$ cat config.mk
export PLATFORM = sky130hd
export DESIGN_NAME = fade_transition_sequencer
export DESIGN_NICKNAME = d
export VERILOG_FILES = /design/src/rtl/fts_pkg.sv /design/src/rtl/fts_arith.sv /design/src/rtl/fade_transition_sequencer.sv
export SDC_FILE = /design/constraint.sdc
export NUM_CORES = 2
export LEC_CHECK = 0
export BUFFER_PORTS_ARGS = -buffer_cell sky130_fd_sc_hd__clkbuf_2
export CAP_MARGIN = 20
export CORE_MARGIN = 10
export CORE_UTILIZATION = 35
export CTS_CLUSTER_DIAMETER = 150
export CTS_CLUSTER_SIZE = 8
export DETAILED_ROUTE_END_ITERATION = 16
export GPL_ROUTABILITY_DRIVEN = 0
export REMOVE_ABC_BUFFERS = 1
export SLEW_MARGIN = 30
export SYNTH_ARGS = -nofsm -noshare
export SYNTH_HDL_FRONTEND = slang
export SYNTH_HIERARCHICAL = 1
export SYNTH_SLANG_ARGS = --single-unit
$ cat constraint.sdc
create_clock -name clock -period 20.9 [get_ports clock]
set_input_delay 1.045 -clock clock [delete_from_list [all_inputs] [get_ports clock]]
set_output_delay 1.045 -clock clock [all_outputs]
set_load 0.03 [all_outputs]
$ cat src/rtl/fts_pkg.sv
// Shared types, codes and constants of the fade transition sequencer.
`default_nettype none

package fts_pkg;

   localparam int unsigned FTS_MAX_MAPS = 256;
   localparam int unsigned TIME_W       = 24;
   localparam int unsigned FRAC_BITS    = 16;
   localparam int unsigned COUNT_W      = 9;
   localparam int unsigned MAP_W        = 8;
   localparam int unsigned CSR_IDX_W    = 2;
   localparam int unsigned CSR_DATA_W   = 24;
   localparam int unsigned MUL_A_W      = 32;
   localparam int unsigned MUL_B_W      = 18;
   localparam int unsigned PROD_W       = MUL_A_W + MUL_B_W;

   localparam logic [TIME_W-1:0]    FADE_TIME_RESET = 24'd500000;
   localparam logic [COUNT_W-1:0]   MAP_COUNT_RESET = 9'd1;
   localparam logic [FRAC_BITS-1:0] LEVEL_OPAQUE    = 16'hFFFF;
   localparam logic [FRAC_BITS-1:0] LEVEL_CLEAR     = 16'h0000;
   // 3.0 in Q2.16
   localparam logic [MUL_B_W-1:0]   SMOOTH_THREE    = 18'd196608;

   localparam logic [CSR_IDX_W-1:0] CSR_FADE_OUT_TIME = 2'd0;
   localparam logic [CSR_IDX_W-1:0] CSR_FADE_IN_TIME  = 2'd1;
   localparam logic [CSR_IDX_W-1:0] CSR_MAP_COUNT     = 2'd2;

   typedef enum logic [2:0] {
      MODE_TICK      = 3'd0,
      MODE_FIRST_MAP = 3'd1,
      MODE_MAP_N     = 3'd2,
      MODE_NEXT      = 3'd3,
      MODE_RESULTS   = 3'd4,
      MODE_MENU      = 3'd5,
      MODE_COMMIT    = 3'd6
   } mode_type;

   typedef enum logic [2:0] {
      PH_IDLE = 3'd0,
      PH_OUT  = 3'd1,
      PH_HOLD = 3'd2,
      PH_PEND = 3'd3,
      PH_IN   = 3'd4,
      PH_REL  = 3'd5
   } phase_type;

   typedef enum logic [1:0] {
      KIND_MENU    = 2'd0,
      KIND_MAP     = 2'd1,
      KIND_RESULTS = 2'd2
   } kind_type;

   typedef enum logic [1:0] {
      SEQ_IDLE,
      SEQ_EXEC,
      SEQ_CALC,
      SEQ_WRITE
   } seq_state_type;

   typedef enum logic [1:0] {
      ARITH_IDLE,
      ARITH_DIV,
      ARITH_SQUARE,
      ARITH_CUBE
   } arith_state_type;

   typedef struct packed {
      logic [2:0]        mode;
      logic [TIME_W-1:0] delta_time;
      logic [MAP_W-1:0]  map_index;
   } req_type;

   typedef struct packed {
      logic                 accepted;
      logic                 commit_requested;
      logic                 completed;
      logic [FRAC_BITS-1:0] opacity;
      logic [2:0]           phase_now;
      logic [1:0]           active_kind;
      logic [MAP_W-1:0]     active_map;
      logic                 pending_valid;
      logic [1:0]           pending_kind;
      logic [MAP_W-1:0]     pending_map;
      logic                 locked;
   } rsp_type;

   typedef struct packed {
      logic              start;
      logic [TIME_W-1:0] num;
      logic [TIME_W-1:0] den;
   } arith_cmd_type;

   typedef struct packed {
      logic                 done;
      logic [FRAC_BITS-1:0] smooth;
   } arith_sts_type;

endpackage

`default_nettype wire

$ cat src/rtl/fts_arith.sv
// Shared divide and multiply unit: smoothstep of num/den in unsigned Q0.16.
`default_nettype none

module fts_arith (
   input  logic                  clock,
   input  logic                  reset,
   input  fts_pkg::arith_cmd_type cmd,
   output fts_pkg::arith_sts_type sts
);
   import fts_pkg::*;

   localparam int unsigned CNT_W = $clog2(FRAC_BITS);
   localparam logic [CNT_W-1:0] LAST_STEP = CNT_W'(FRAC_BITS - 1);

   arith_state_type      state_ff, state_in;
   logic [TIME_W-1:0]    rem_ff, rem_in;
   logic [TIME_W-1:0]    den_ff, den_in;
   logic [FRAC_BITS-1:0] quot_ff, quot_in;
   logic [CNT_W-1:0]     cnt_ff, cnt_in;
   logic [PROD_W-1:0]    prod_ff, prod_in;
   logic                 done_ff, done_in;

   logic [TIME_W:0]      rem_dbl;
   logic [TIME_W:0]      rem_diff;
   logic                 fits;
   logic [MUL_A_W-1:0]   mul_a;
   logic [MUL_B_W-1:0]   mul_b;
   logic [PROD_W-1:0]    mul_p;

   // one restoring step: shift the remainder, subtract the divisor if it fits
   assign rem_dbl  = {rem_ff, 1'b0};
   assign rem_diff = rem_dbl - {1'b0, den_ff};
   assign fits     = (rem_dbl >= {1'b0, den_ff});

   // square the quotient, then scale by (3 - 2p)
   assign mul_a = (state_ff == ARITH_CUBE) ? prod_ff[MUL_A_W-1:0]
                                           : MUL_A_W'(quot_ff);
   assign mul_b = (state_ff == ARITH_CUBE) ? (SMOOTH_THREE - {1'b0, quot_ff, 1'b0})
                                           : MUL_B_W'(quot_ff);
   assign mul_p = PROD_W'(mul_a) * PROD_W'(mul_b);

   always_ff @(posedge clock) begin
      if (reset) begin
         state_ff <= ARITH_IDLE;
         done_ff  <= 1'b0;
      end else begin
         state_ff <= state_in;
         done_ff  <= done_in;
      end
   end

   always_ff @(posedge clock) begin
      rem_ff  <= rem_in;
      den_ff  <= den_in;
      quot_ff <= quot_in;
      cnt_ff  <= cnt_in;
      prod_ff <= prod_in;
   end

   always_comb begin
      state_in = state_ff;
      rem_in   = rem_ff;
      den_in   = den_ff;
      quot_in  = quot_ff;
      cnt_in   = cnt_ff;
      prod_in  = prod_ff;
      done_in  = 1'b0;
      unique case (state_ff)
         ARITH_IDLE: begin
            if (cmd.start) begin
               rem_in   = cmd.num;
               den_in   = cmd.den;
               quot_in  = '0;
               cnt_in   = '0;
               state_in = ARITH_DIV;
            end
         end
         ARITH_DIV: begin
            rem_in  = fits ? rem_diff[TIME_W-1:0] : rem_dbl[TIME_W-1:0];
            quot_in = {quot_ff[FRAC_BITS-2:0], fits};
            cnt_in  = cnt_ff + CNT_W'(1);
            if (cnt_ff == LAST_STEP) begin
               state_in = ARITH_SQUARE;
            end
         end
         ARITH_SQUARE: begin
            prod_in  = mul_p;
            state_in = ARITH_CUBE;
         end
         ARITH_CUBE: begin
            prod_in  = mul_p;
            done_in  = 1'b1;
            state_in = ARITH_IDLE;
         end
         default: begin
            state_in = ARITH_IDLE;
         end
      endcase
   end

   assign sts.done   = done_ff;
   assign sts.smooth = prod_ff[2*FRAC_BITS +: FRAC_BITS];

endmodule

`default_nettype wire

$ cat src/rtl/fade_transition_sequencer.sv
// Top level of the fade transition sequencer: phase sequencer, scene state, CSRs.
`default_nettype none

// Fade-out / commit / fade-in sequencer. Each request on req_* is either a
// time tick or a scene request (first map, map n, next map or results,
// results, main menu, complete commit); each produces exactly one response
// on rsp_* carrying the accept/commit/complete flags, the overlay opacity
// (unsigned Q0.16, 65535 is fully opaque), the phase, the active scene and
// the pending destination. Scene requests are taken only in the idle phase
// and only from a suitable scene; a commit is taken only while a commit is
// pending. Timing: the block takes one request at a time, and takes the next
// only after the response of the last one is written. A tick that moves a
// fade without finishing it first goes through the shared arithmetic unit
// (16 restoring divide steps for elapsed/duration, then two passes through
// one 32x18 multiplier for the smoothstep). A response waiting in the output
// register does not block the next request; only a second finished response
// waits for it. Write the CSRs (fade-out time, fade-in time, map count) only
// while the block is idle; a duration of zero acts as one microsecond, and
// the map count is capped at MAX_MAPS.
module fade_transition_sequencer #(
   parameter int unsigned MAX_MAPS = fts_pkg::FTS_MAX_MAPS
) (
   input  logic                             clock,
   input  logic                             reset,
   input  logic                             req_valid,
   output logic                             req_ready,
   input  fts_pkg::req_type                 req_data,
   output logic                             rsp_valid,
   input  logic                             rsp_ready,
   output fts_pkg::rsp_type                 rsp_data,
   input  logic                             csr_we,
   input  logic [fts_pkg::CSR_IDX_W-1:0]    csr_index,
   input  logic [fts_pkg::CSR_DATA_W-1:0]   csr_wdata
);
   import fts_pkg::*;

   // effective map count never exceeds what the 9-bit register can hold
   localparam logic [COUNT_W-1:0] COUNT_CAP =
      (MAX_MAPS > ((1 << COUNT_W) - 1)) ? {COUNT_W{1'b1}} : COUNT_W'(MAX_MAPS);

   // CSRs
   logic [TIME_W-1:0]    fade_out_time_ff;
   logic [TIME_W-1:0]    fade_in_time_ff;
   logic [COUNT_W-1:0]   map_count_ff;
   logic [COUNT_W-1:0]   eff_count;

   // sequencer
   seq_state_type        seq_ff, seq_in;
   req_type              item_ff;
   logic                 apply;
   logic                 slot_free;
   logic                 arith_start;

   // architectural state
   phase_type            phase_ff, phase_in;
   logic [TIME_W-1:0]    elapsed_ff, elapsed_in;
   logic [FRAC_BITS-1:0] level_ff, level_in;
   kind_type             scene_kind_ff, scene_kind_in;
   logic [MAP_W-1:0]     scene_map_ff, scene_map_in;
   logic                 dest_valid_ff, dest_valid_in;
   kind_type             dest_kind_ff, dest_kind_in;
   logic [MAP_W-1:0]     dest_map_ff, dest_map_in;

   // tick preparation
   logic [TIME_W-1:0]    e_new_ff;
   logic                 fade_end_ff;
   logic [TIME_W-1:0]    dur_raw;
   logic [TIME_W-1:0]    dur;
   logic [TIME_W:0]      e_sum;
   logic [TIME_W-1:0]    e_clamp;
   logic                 fade_tick;
   logic                 fade_end;

   // result
   logic                 rsp_valid_ff;
   rsp_type              rsp_data_ff, rsp_data_in;
   logic                 acc, commit_req, done_req;
   logic                 start_ok, start_req;
   kind_type             start_kind;
   logic [MAP_W-1:0]     start_map;
   logic                 pend_now;

   arith_cmd_type        arith_cmd;
   arith_sts_type        arith_sts;

   fts_arith u_fts_arith (
      .clock (clock),
      .reset (reset),
      .cmd   (arith_cmd),
      .sts   (arith_sts)
   );

   // ---------------------------------------------------------------- CSRs
   always_ff @(posedge clock) begin
      if (reset) begin
         fade_out_time_ff <= FADE_TIME_RESET;
         fade_in_time_ff  <= FADE_TIME_RESET;
         map_count_ff     <= MAP_COUNT_RESET;
      end else if (csr_we) begin
         case (csr_index)
            CSR_FADE_OUT_TIME: fade_out_time_ff <= csr_wdata[TIME_W-1:0];
            CSR_FADE_IN_TIME:  fade_in_time_ff  <= csr_wdata[TIME_W-1:0];
            CSR_MAP_COUNT:     map_count_ff     <= csr_wdata[COUNT_W-1:0];
            default: ;
         endcase
      end
   end

   assign eff_count = (map_count_ff > COUNT_CAP) ? COUNT_CAP : map_count_ff;

   // ---------------------------------------------------- tick preparation
   // Advance elapsed time by the tick's delta and clamp it at the duration
   // of the current fade; a zero duration counts as one microsecond.
   assign dur_raw   = (phase_ff == PH_OUT) ? fade_out_time_ff : fade_in_time_ff;
   assign dur       = (dur_raw == '0) ? TIME_W'(1) : dur_raw;
   assign e_sum     = {1'b0, elapsed_ff} + {1'b0, item_ff.delta_time};
   assign e_clamp   = (e_sum > {1'b0, dur}) ? dur : e_sum[TIME_W-1:0];
   assign fade_end  = (e_clamp >= dur);
   assign fade_tick = (mode_type'(item_ff.mode) == MODE_TICK) &&
                      ((phase_ff == PH_OUT) || (phase_ff == PH_IN));

   // Latch the clamped time and whether it ends the fade; the shared unit
   // is only needed when the fade keeps going.
   always_ff @(posedge clock) begin
      if (seq_ff == SEQ_EXEC) begin
         e_new_ff    <= e_clamp;
         fade_end_ff <= fade_end;
      end
   end

   assign arith_cmd.start = arith_start;
   assign arith_cmd.num   = e_clamp;
   assign arith_cmd.den   = dur;

   // ------------------------------------------------------------ sequencer
   assign slot_free = !rsp_valid_ff || rsp_ready;

   always_ff @(posedge clock) begin
      if (reset) begin
         seq_ff <= SEQ_IDLE;
      end else begin
         seq_ff <= seq_in;
      end
   end

   always_comb begin
      seq_in      = seq_ff;
      req_ready   = 1'b0;
      arith_start = 1'b0;
      apply       = 1'b0;
      unique case (seq_ff)
         SEQ_IDLE: begin
            req_ready = 1'b1;
            if (req_valid) begin
               seq_in = SEQ_EXEC;
            end
         end
         SEQ_EXEC: begin
            if (fade_tick && !fade_end) begin
               arith_start = 1'b1;
               seq_in      = SEQ_CALC;
            end else begin
               seq_in = SEQ_WRITE;
            end
         end
         SEQ_CALC: begin
            if (arith_sts.done) begin
               seq_in = SEQ_WRITE;
            end
         end
         SEQ_WRITE: begin
            // hold until the output register can take the response
            if (slot_free) begin
               apply  = 1'b1;
               seq_in = SEQ_IDLE;
            end
         end
         default: begin
            seq_in = SEQ_IDLE;
         end
      endcase
   end

   // hold the request while it is worked on
   always_ff @(posedge clock) begin
      if (req_valid && req_ready) begin
         item_ff <= req_data;
      end
   end

   // ------------------------------------------------ request decode/effect
   // A begin request needs the idle phase and at least one map configured.
   assign start_ok = (phase_ff == PH_IDLE) && (eff_count != '0);

   always_comb begin
      phase_in      = phase_ff;
      elapsed_in    = elapsed_ff;
      level_in      = level_ff;
      scene_kind_in = scene_kind_ff;
      scene_map_in  = scene_map_ff;
      dest_valid_in = dest_valid_ff;
      dest_kind_in  = dest_kind_ff;
      dest_map_in   = dest_map_ff;
      acc           = 1'b0;
      commit_req    = 1'b0;
      done_req      = 1'b0;
      start_req     = 1'b0;
      start_kind    = KIND_MENU;
      start_map     = '0;

      unique case (mode_type'(item_ff.mode))
         MODE_TICK: begin
            case (phase_ff)
               PH_OUT: begin
                  elapsed_in = e_new_ff;
                  if (fade_end_ff) begin
                     phase_in   = PH_HOLD;
                     elapsed_in = '0;
                     level_in   = LEVEL_OPAQUE;
                  end else begin
                     level_in = arith_sts.smooth;
                  end
               end
               PH_HOLD: begin
                  phase_in   = PH_PEND;
                  commit_req = 1'b1;
               end
               PH_IN: begin
                  elapsed_in = e_new_ff;
                  if (fade_end_ff) begin
                     phase_in   = PH_REL;
                     elapsed_in = '0;
                     level_in   = LEVEL_CLEAR;
                  end else if (arith_sts.smooth == '0) begin
                     // one minus zero saturates at fully opaque
                     level_in = LEVEL_OPAQUE;
                  end else begin
                     level_in = ~arith_sts.smooth + FRAC_BITS'(1);
                  end
               end
               PH_REL: begin
                  phase_in      = PH_IDLE;
                  dest_valid_in = 1'b0;
                  dest_kind_in  = KIND_MENU;
                  dest_map_in   = '0;
                  done_req      = 1'b1;
               end
               default: ;
            endcase
         end
         MODE_FIRST_MAP: begin
            start_req  = 1'b1;
            start_kind = KIND_MAP;
         end
         MODE_MAP_N: begin
            start_req  = ({1'b0, item_ff.map_index} < eff_count);
            start_kind = KIND_MAP;
            start_map  = item_ff.map_index;
         end
         MODE_NEXT: begin
            if (scene_kind_ff == KIND_MAP) begin
               start_req = 1'b1;
               // advance to the next map, or to results after the last one
               if (({1'b0, scene_map_ff} + COUNT_W'(1)) < eff_count) begin
                  start_kind = KIND_MAP;
                  start_map  = scene_map_ff + MAP_W'(1);
               end else begin
                  start_kind = KIND_RESULTS;
               end
            end
         end
         MODE_RESULTS: begin
            start_req  = (scene_kind_ff == KIND_MAP);
            start_kind = KIND_RESULTS;
         end
         MODE_MENU: begin
            start_req  = (scene_kind_ff != KIND_MENU);
            start_kind = KIND_MENU;
         end
         MODE_COMMIT: begin
            // switch scenes, unless the destination map no longer exists
            if ((phase_ff == PH_PEND) && dest_valid_ff &&
                !((dest_kind_ff == KIND_MAP) && ({1'b0, dest_map_ff} >= eff_count))) begin
               scene_kind_in = dest_kind_ff;
               scene_map_in  = dest_map_ff;
               phase_in      = PH_IN;
               elapsed_in    = '0;
               level_in      = LEVEL_OPAQUE;
               acc           = 1'b1;
            end
         end
         default: ;
      endcase

      // latch the destination and start the fade-out
      if (start_req && start_ok) begin
         acc           = 1'b1;
         dest_valid_in = 1'b1;
         dest_kind_in  = start_kind;
         dest_map_in   = start_map;
         phase_in      = PH_OUT;
         elapsed_in    = '0;
         level_in      = LEVEL_CLEAR;
      end
   end

   assign pend_now = (phase_in == PH_PEND) && dest_valid_in;

   always_comb begin
      rsp_data_in.accepted         = acc;
      rsp_data_in.commit_requested = commit_req;
      rsp_data_in.completed        = done_req;
      rsp_data_in.opacity          = level_in;
      rsp_data_in.phase_now        = phase_in;
      rsp_data_in.active_kind      = scene_kind_in;
      rsp_data_in.active_map       = scene_map_in;
      rsp_data_in.pending_valid    = pend_now;
      rsp_data_in.pending_kind     = pend_now ? dest_kind_in : KIND_MENU;
      rsp_data_in.pending_map      = pend_now ? dest_map_in : '0;
      rsp_data_in.locked           = (phase_in != PH_IDLE);
   end

   // ------------------------------------------------------ state registers
   always_ff @(posedge clock) begin
      if (reset) begin
         phase_ff      <= PH_IDLE;
         elapsed_ff    <= '0;
         level_ff      <= LEVEL_CLEAR;
         scene_kind_ff <= KIND_MENU;
         scene_map_ff  <= '0;
         dest_valid_ff <= 1'b0;
         dest_kind_ff  <= KIND_MENU;
         dest_map_ff   <= '0;
      end else if (apply) begin
         phase_ff      <= phase_in;
         elapsed_ff    <= elapsed_in;
         level_ff      <= level_in;
         scene_kind_ff <= scene_kind_in;
         scene_map_ff  <= scene_map_in;
         dest_valid_ff <= dest_valid_in;
         dest_kind_ff  <= dest_kind_in;
         dest_map_ff   <= dest_map_in;
      end
   end

   // ------------------------------------------------------ output register
   always_ff @(posedge clock) begin
      if (reset) begin
         rsp_valid_ff <= 1'b0;
      end else if (apply) begin
         rsp_valid_ff <= 1'b1;
      end else if (rsp_ready) begin
         rsp_valid_ff <= 1'b0;
      end
   end

   always_ff @(posedge clock) begin
      if (apply) begin
         rsp_data_ff <= rsp_data_in;
      end
   end

   assign rsp_valid = rsp_valid_ff;
   assign rsp_data  = rsp_data_ff;

endmodule

`default_nettype wire

# Word-level counts from Yosys, hierarchy flattened
# Index checks and enable logic that the tools add are counted.
dict set report totals {
  reg_bits 347
  inputBits 66
  wordCells 192
}
dict set report classes {
  add_sub_neg 7
  mul 1
  n_lt_le_gt_ge 7
  eq_ne 30
  muxes 72
  n_bitwise 1
  reduce_logical 38
}
# op count
set op_table {}
lappend op_table {{2-to-1 mux 24 bit} 9}
lappend op_table {{2-to-1 mux 16 bit} 6}
lappend op_table {{one-hot mux 16 bit (2 select lines)} 3}
lappend op_table {{one-hot mux 24 bit (2 select lines)} 2}
lappend op_table {{2-to-1 mux 8 bit} 7}
lappend op_table {{multiplier 32 x 18 -> 48 bit} 1}
lappend op_table {{2-to-1 mux 32 bit} 1}
lappend op_table {{adder 24 x 24 -> 25 bit} 1}
lappend op_table {{>= comparator 25 x 24 -> 1 bit} 1}
lappend op_table {{greater-than comparator 25 x 24 -> 1 bit} 1}
lappend op_table {{>= comparator 24 bit} 1}
lappend op_table {{zero test 24 bit} 1}
lappend op_table {{2-to-1 mux 2 bit} 12}
lappend op_table {{subtractor 24 bit} 1}
lappend op_table {{2-to-1 mux 18 bit} 1}
lappend op_table {{subtractor 18 x 17 -> 18 bit, first input constant} 1}
lappend op_table {{2-to-1 mux 1 bit} 17}
lappend op_table {{adder 16 x 1 -> 16 bit, second input constant} 1}
lappend op_table {{zero test 16 bit} 1}
lappend op_table {{inverter 16 bit} 1}
lappend op_table {{one-hot mux 2 bit (4 select lines)} 2}
lappend op_table {{one-hot mux 8 bit (2 select lines)} 1}
lappend op_table {{equality test 3 x 2 -> 1 bit, second input constant} 5}
lappend op_table {{equality test 3 bit, second input constant} 5}
lappend op_table {{35 further kinds} 74}

# Depth between registers and ports, before layout
dict set report logic_depth {
  depth_word 13
  mapped_depth 34
}

# Cells and area by module
# Netlist, hierarchy kept.
# mod instances cells_per_inst area_each_um2 seq_area_each_um2
set modules_own_cells {}
lappend modules_own_cells {fts_arith 1 2646 23879.2 3543.4}
lappend modules_own_cells {fade_transition_sequencer 1 1300 12456.9 5605.4}

# Worst setup path before layout
# Ideal clock, no wire load.
dict set report synth_path {
  path_kind {reg2reg}
  start {register item_ff[8] (netlist bit)}
  end {register u_fts_arith.cnt_ff[0] (enable)}
  arrival_ns 7.682
  setup_slack_ns 12.763
  stages_incl_launch_ff 31
  path_buffers 1
  path_cell_list {edfxtp_1 -> ha_1 -> fa_1 -> a211o_1 -> o2111ai_1 -> a21oi_1 -> o21ai_0 -> a311oi_1 -> o21a_1 -> or3_1 -> and2_1 -> ha_1 -> or4_1 -> a21oi_1 -> o21ai_0 -> o311a_1 -> a311oi_2 -> o21a_4 -> buf_12 -> mux2_2 -> ha_1 -> a21o_1 -> a21o_1 -> a21o_1 -> a21oi_1 -> or2_2 -> a31oi_1 -> or2_2 -> nor2_1 -> and2_1 -> o21bai_1}
}
dict set report synth_between {
  elab_chain_len 10
}
# item line_no
set synth_lines {}
lappend synth_lines {{start: declaration} fade_transition_sequencer.sv:49} ;# req_type item_ff;
lappend synth_lines {{start signal: assignment} fade_transition_sequencer.sv:187} ;# item_ff <= req_data;
lappend synth_lines {{adder 24 x 24 -> 25 bit (*)} fade_transition_sequencer.sv:116} ;# assign e_sum = {1'b0, elapsed_ff} + {1'b0, item_ff.delta_time};
lappend synth_lines {{greater-than comparator 25 x 24 -> 1 bit} fade_transition_sequencer.sv:117} ;# assign e_clamp = (e_sum > {1'b0, dur}) ? dur : e_sum[TIME_W-1:0];
lappend synth_lines {{2-to-1 mux 24 bit (*)} fade_transition_sequencer.sv:117}
lappend synth_lines {{via e_clamp[9]} fade_transition_sequencer.sv:70} ;# logic [TIME_W-1:0] e_clamp;
lappend synth_lines {{>= comparator 24 bit (*)} fade_transition_sequencer.sv:118} ;# assign fade_end = (e_clamp >= dur);
lappend synth_lines {{via fade_end} fade_transition_sequencer.sv:72} ;# logic fade_end;
lappend synth_lines {{zero test 1 bit (*)} fade_transition_sequencer.sv:159} ;# if (fade_tick && !fade_end) begin
lappend synth_lines {{logical AND 1 bit (*)} fade_transition_sequencer.sv:159}
lappend synth_lines {{2-to-1 mux 1 bit (*)} fade_transition_sequencer.sv:159}
lappend synth_lines {{2-to-1 mux 1 bit (*)} fade_transition_sequencer.sv:151} ;# unique case (seq_ff)
lappend synth_lines {{via arith_start} fade_transition_sequencer.sv:52} ;# logic arith_start;
lappend synth_lines {{!= test 2 bit (no source line) (*)} --}
lappend synth_lines {{AND reduction 2 bit (no source line) (*)} --}
lappend synth_lines {{end signal: assignment} fts_arith.sv:56} ;# cnt_ff <= cnt_in;
lappend synth_lines {{end: declaration} fts_arith.sv:19} ;# logic [CNT_W-1:0] cnt_ff, cnt_in;
# The timed path passes the listed nets; every way through them passes the cells marked *.
# A chain may end at the register's enable or synchronous reset.

# Worst setup path after layout
dict set report layout_path {
  start {register u_fts_arith.quot_ff[0]}
  end {register u_fts_arith.prod_ff[47], data pin}
}
dict set report layout_between {
  elab_chain_len 3
  elab_cells_between_ends 4
  classes_between {1 x add/sub; 1 x mul; 2 x mux}
}
# item line_no
set layout_lines {}
lappend layout_lines {{start: declaration} fts_arith.sv:18} ;# logic [FRAC_BITS-1:0] quot_ff, quot_in;
lappend layout_lines {{start signal: assignment} fts_arith.sv:55} ;# quot_ff <= quot_in;
lappend layout_lines {{subtractor 18 x 17 -> 18 bit} fts_arith.sv:38} ;# assign mul_b = (state_ff == ARITH_CUBE) ? (SMOOTH_THREE - {1'b0, quot_ff, 1'b0})
lappend layout_lines {{2-to-1 mux 18 bit} fts_arith.sv:38}
lappend layout_lines {{multiplier 32 x 18 -> 48 bit (*)} fts_arith.sv:40} ;# assign mul_p = PROD_W'(mul_a) * PROD_W'(mul_b);
lappend layout_lines {{via u_fts_arith.mul_p[47]} fts_arith.sv:28} ;# logic [PROD_W-1:0] mul_p;
lappend layout_lines {{end signal: assignment} fts_arith.sv:57} ;# prod_ff <= prod_in;
lappend layout_lines {{end: declaration} fts_arith.sv:20} ;# logic [PROD_W-1:0] prod_ff, prod_in;
# Marked as above.

==> flow_summary.yaml <==
detailed_routing:
  post-route-drc-count: 0
  routed_wire_length_per_instance_um: 19.2
  vias_per_cell: 5.13
  totalWireLength_mm: 104
  drt_pass1_iterations: 5
  final_antenna_net_count: 0
  initialDrtViolationCount: 2039
  detailroute.via_count: 27800
sta:
  fmax_ghz: 0.109
  min_period_over_period: 0.441
  final.setup_skew_ns: 0.0242
  setup_tns_ns: 0
  rsz0062_at_grt: "false"
  hold_violations: 0
  timing.max_slew.rel_slack: 0.353
  worst_pin_slew_ns: 0.971
  report.final.setup_viol: 0
  post_layout_min_period_ns: 9.21
  timing_max_transition_violations_final: 0
synth:
  number_of_enable_flip_flop_cells_after_synthesis: 220
  seq_area_frac_synth: 0.252
  yosys.cell_count.top_type: "sky130_fd_sc_hd__nand2_1"
  yosysTopAreaCell: "sky130_fd_sc_hd__fa_1"
  ys_types: 90
  synth_top_area_share: 0.265
  synth_async_sr_flop_share: 0
  mappedNetlistArea_um2: 36300
  post_synth_main_area_contributors: "sky130_fd_sc_hd__fa_1 27%, sky130_fd_sc_hd__edfxtp_1 18%, sky130_fd_sc_hd__ha_1 8.4%, sky130_fd_sc_hd__dfxtp_1 7.0%, sky130_fd_sc_hd__nand2_1 6.8%"
  dominantRegCellSynth: "sky130_fd_sc_hd__edfxtp_1"
  synthTopCellsByCount: "658 x sky130_fd_sc_hd__nand2_1, 653 x sky130_fd_sc_hd__inv_1, 481 x sky130_fd_sc_hd__fa_1"
  synth.yosys.warnings: 6
  netlist_instances: 3946
  synth.ff_latch_count: 347
  syn_avg_cell_area_um2: 9.21
setup_path:
  critPathKind: "register to register"
  cp-end-kind: "register"
  cp_data_arrival_time_ns: 9.56
  cp_max_fo: 22
  regToRegSetupSlack_ns: 11.69
  crit_required_ns: 21.24
  cp-start-kind: "register"
clocking:
  cts_buffers: 49
  cts_tree: "done"
  clock_sink_count: 347
  cts.htree.levels: 2
  clock_tree.buffer_depth: 3
  post_cts_resized: 0
  root_buffer: "sky130_fd_sc_hd__clkbuf_16"
  post-cts-setup-buffers: 0
  hold_buffers: 0
  worstSkewPairLatency_ns: 0.61
  clock_pin_transition_on_the_worst_setup_and_hold_timing_paths_ns: 0.06
min_path:
  hold_class: "register to register"
outcome:
  status: "completed"
final_layout:
  antenna_fix_cells: 0
  post_layout_nonfiller_instances: 5417
  layout-drive-gt1-share: 0.0708
  fin_nets: 4794
  postLayoutCoreUtil: 0.385
  fill_cells: 10400
  areaGrowthSynthToFinish_pct: 9.41
placed_design:
  post-place-cells: 5332
  port_buffers: 111
  post-dp-hpwl_mm: 80.4
grt:
  antenna_found_initial: 1
  gr-usage-all-layers: 0.176
  largest_net_degree_at_the_start_of_global_routing: 68
  grt_first_pass_wirelength_mm: 163
  number_of_global_route_vias_before_repair: 28200
  grt_overflow_total: 0
job:
  max-cap-violations: 0
pwr:
  power.density_nw_per_um2: 66.1
  total_leakage_power_nw: 18.5
  report.power.total_mw: 2.63
  vdd_ir_drop_max_uv: 64.3
floorplan:
  design.core.area_um2: 103000
  rows: 118
  boundary_pin_count: 112
  die_height_um: 342
  die-area_um2: 117000
  initial_utilization: 0.352
  dieWidth_um: 342
-- cell families after synthesis --
kind of cell / after synthesis / share of synthesized area
compound gates: 605 / 0.109
xor+xnor: 111 / 0.0268
fa+ha+maj: 725 / 0.349
buf+inv: 828 / 0.0892
flops: 347 / 0.252
mux: 71 / 0.0201
other cells: 1 / 0.000103
simple gates: 1258 / 0.154
-- sequential cells by signal, indices dropped and copies added (netlist names), 16 cells and up --
register	flops
u_fts_arith/prod_ff	48
rsp_data	44
item_ff	35
e_new_ff	24
elapsed_ff	24
fade_in_time_ff	24
fade_out_time_ff	24
u_fts_arith/den_ff	24
u_fts_arith/rem_ff	24
level_ff	16
u_fts_arith/quot_ff	16
-- cell usage in the layout (no fill, tap or decap), drive strengths merged, types with 21 or more instances in the layout --
cell type / netlist / routed
nand3: 50 / 50
o21ai: 123 / 123
nand4: 21 / 21
and3: 22 / 22
nor2b: 31 / 31
mux2i: 55 / 55
edfxtp: 220 / 220
and2: 104 / 104
o21a: 27 / 27
xnor2: 75 / 75
clkbuf: 125 / 192
a31oi: 24 / 24
xor2: 36 / 36
nand2: 659 / 659
nor2: 251 / 251
fa: 481 / 481
dfxtp: 127 / 127
nor3: 32 / 32
buf: 48 / 53
a21o: 71 / 71
ha: 244 / 244
a21oi: 191 / 191
inv: 654 / 656
a211oi: 21 / 21
a32o: 24 / 24
-- worst max-delay path: stages, from the launching register on --
cell and delay [ns]:
sky130_fd_sc_hd__edfxtp_1 0.36, sky130_fd_sc_hd__buf_4 0.25, sky130_fd_sc_hd__inv_1 0.21, sky130_fd_sc_hd__ha_1 0.25
sky130_fd_sc_hd__or3b_4 0.43, sky130_fd_sc_hd__nor3_4 0.25, sky130_fd_sc_hd__nand2_1 0.14, sky130_fd_sc_hd__xor2_1 0.68
sky130_fd_sc_hd__a21o_1 0.63, sky130_fd_sc_hd__nand2_1 0.16, sky130_fd_sc_hd__fa_1 0.53, sky130_fd_sc_hd__inv_1 0.05
sky130_fd_sc_hd__fa_1 0.57, sky130_fd_sc_hd__fa_1 0.45, sky130_fd_sc_hd__fa_1 0.48, sky130_fd_sc_hd__fa_1 0.50
sky130_fd_sc_hd__inv_1 0.05, sky130_fd_sc_hd__fa_1 0.47, sky130_fd_sc_hd__inv_1 0.05, sky130_fd_sc_hd__ha_1 0.38
sky130_fd_sc_hd__and4_1 0.27, sky130_fd_sc_hd__a221o_1 0.41, sky130_fd_sc_hd__nand2b_1 0.16, sky130_fd_sc_hd__o21ai_1 0.45
sky130_fd_sc_hd__o21a_1 0.26, sky130_fd_sc_hd__nand2_1 0.07, sky130_fd_sc_hd__a221oi_1 0.32, sky130_fd_sc_hd__xnor2_1 0.10
-- path summary, 6_finish.rpt --
kind                                                            from                                end  cells after the start
worst max-delay path            u_fts_arith/quot_ff[0]$_SDFFCE_PN0P_  u_fts_arith/prod_ff[47]$_DFFE_PP_                     27
worst min-delay path                fade_in_time_ff[12]$_SDFFE_PP0P_   fade_in_time_ff[12]$_SDFFE_PP0P_                      2
worst max register to register  u_fts_arith/quot_ff[0]$_SDFFCE_PN0P_  u_fts_arith/prod_ff[47]$_DFFE_PP_                     27
worst min register to register      fade_in_time_ff[12]$_SDFFE_PP0P_   fade_in_time_ff[12]$_SDFFE_PP0P_                      2
-- where the power goes --
part / internal [mW] / switching [mW] / leakage [nW] / total, mW
registers: 0.840 / 0.0379 / 3.08 / 0.878
clock network: 0.438 / 0.324 / 0.667 / 0.762
logic: 0.361 / 0.628 / 14.7 / 0.989
-- metrics by stage --
stage / area [µm²] / hold slack (ns) / setup WS, ns
after floorplan: 35600 / 0.425 / 10.16
after CTS: 39800 / 0.454 / 11.71
after global placement: 38300 / 0.437 / 11.70
after detailed placement: 38300 / 0.447 / 11.74
after global routing: 39800 / 0.475 / 11.27
final: 39800 / 0.451 / 11.69
-- metal layers --
| metal | track usage | part of all wire |
|---|---|---|
| met2 | 0.283 | 0.46 |
| met5 | 0 | 0 |
| met3 | 0.0333 | 0.078 |
| met4 | 0.0441 | 0.028 |
| met1 | 0.241 | 0.44 |
-- final cells by class --
class | instances | area (µm²) | share of cell area
clock inverters | 4 | 66.3 | 0.00167
well taps | 1380 | 1730 | 0.0434
inverters | 655 | 2460 | 0.0618
repair buffers | 164 | 953 | 0.0240
multi-input cells | 2786 | 24100 | 0.605
flip-flops and latches | 347 | 9150 | 0.230
clock buffers | 81 | 1350 | 0.0339
No activity file was read; power rests on OpenSTA's default activity.
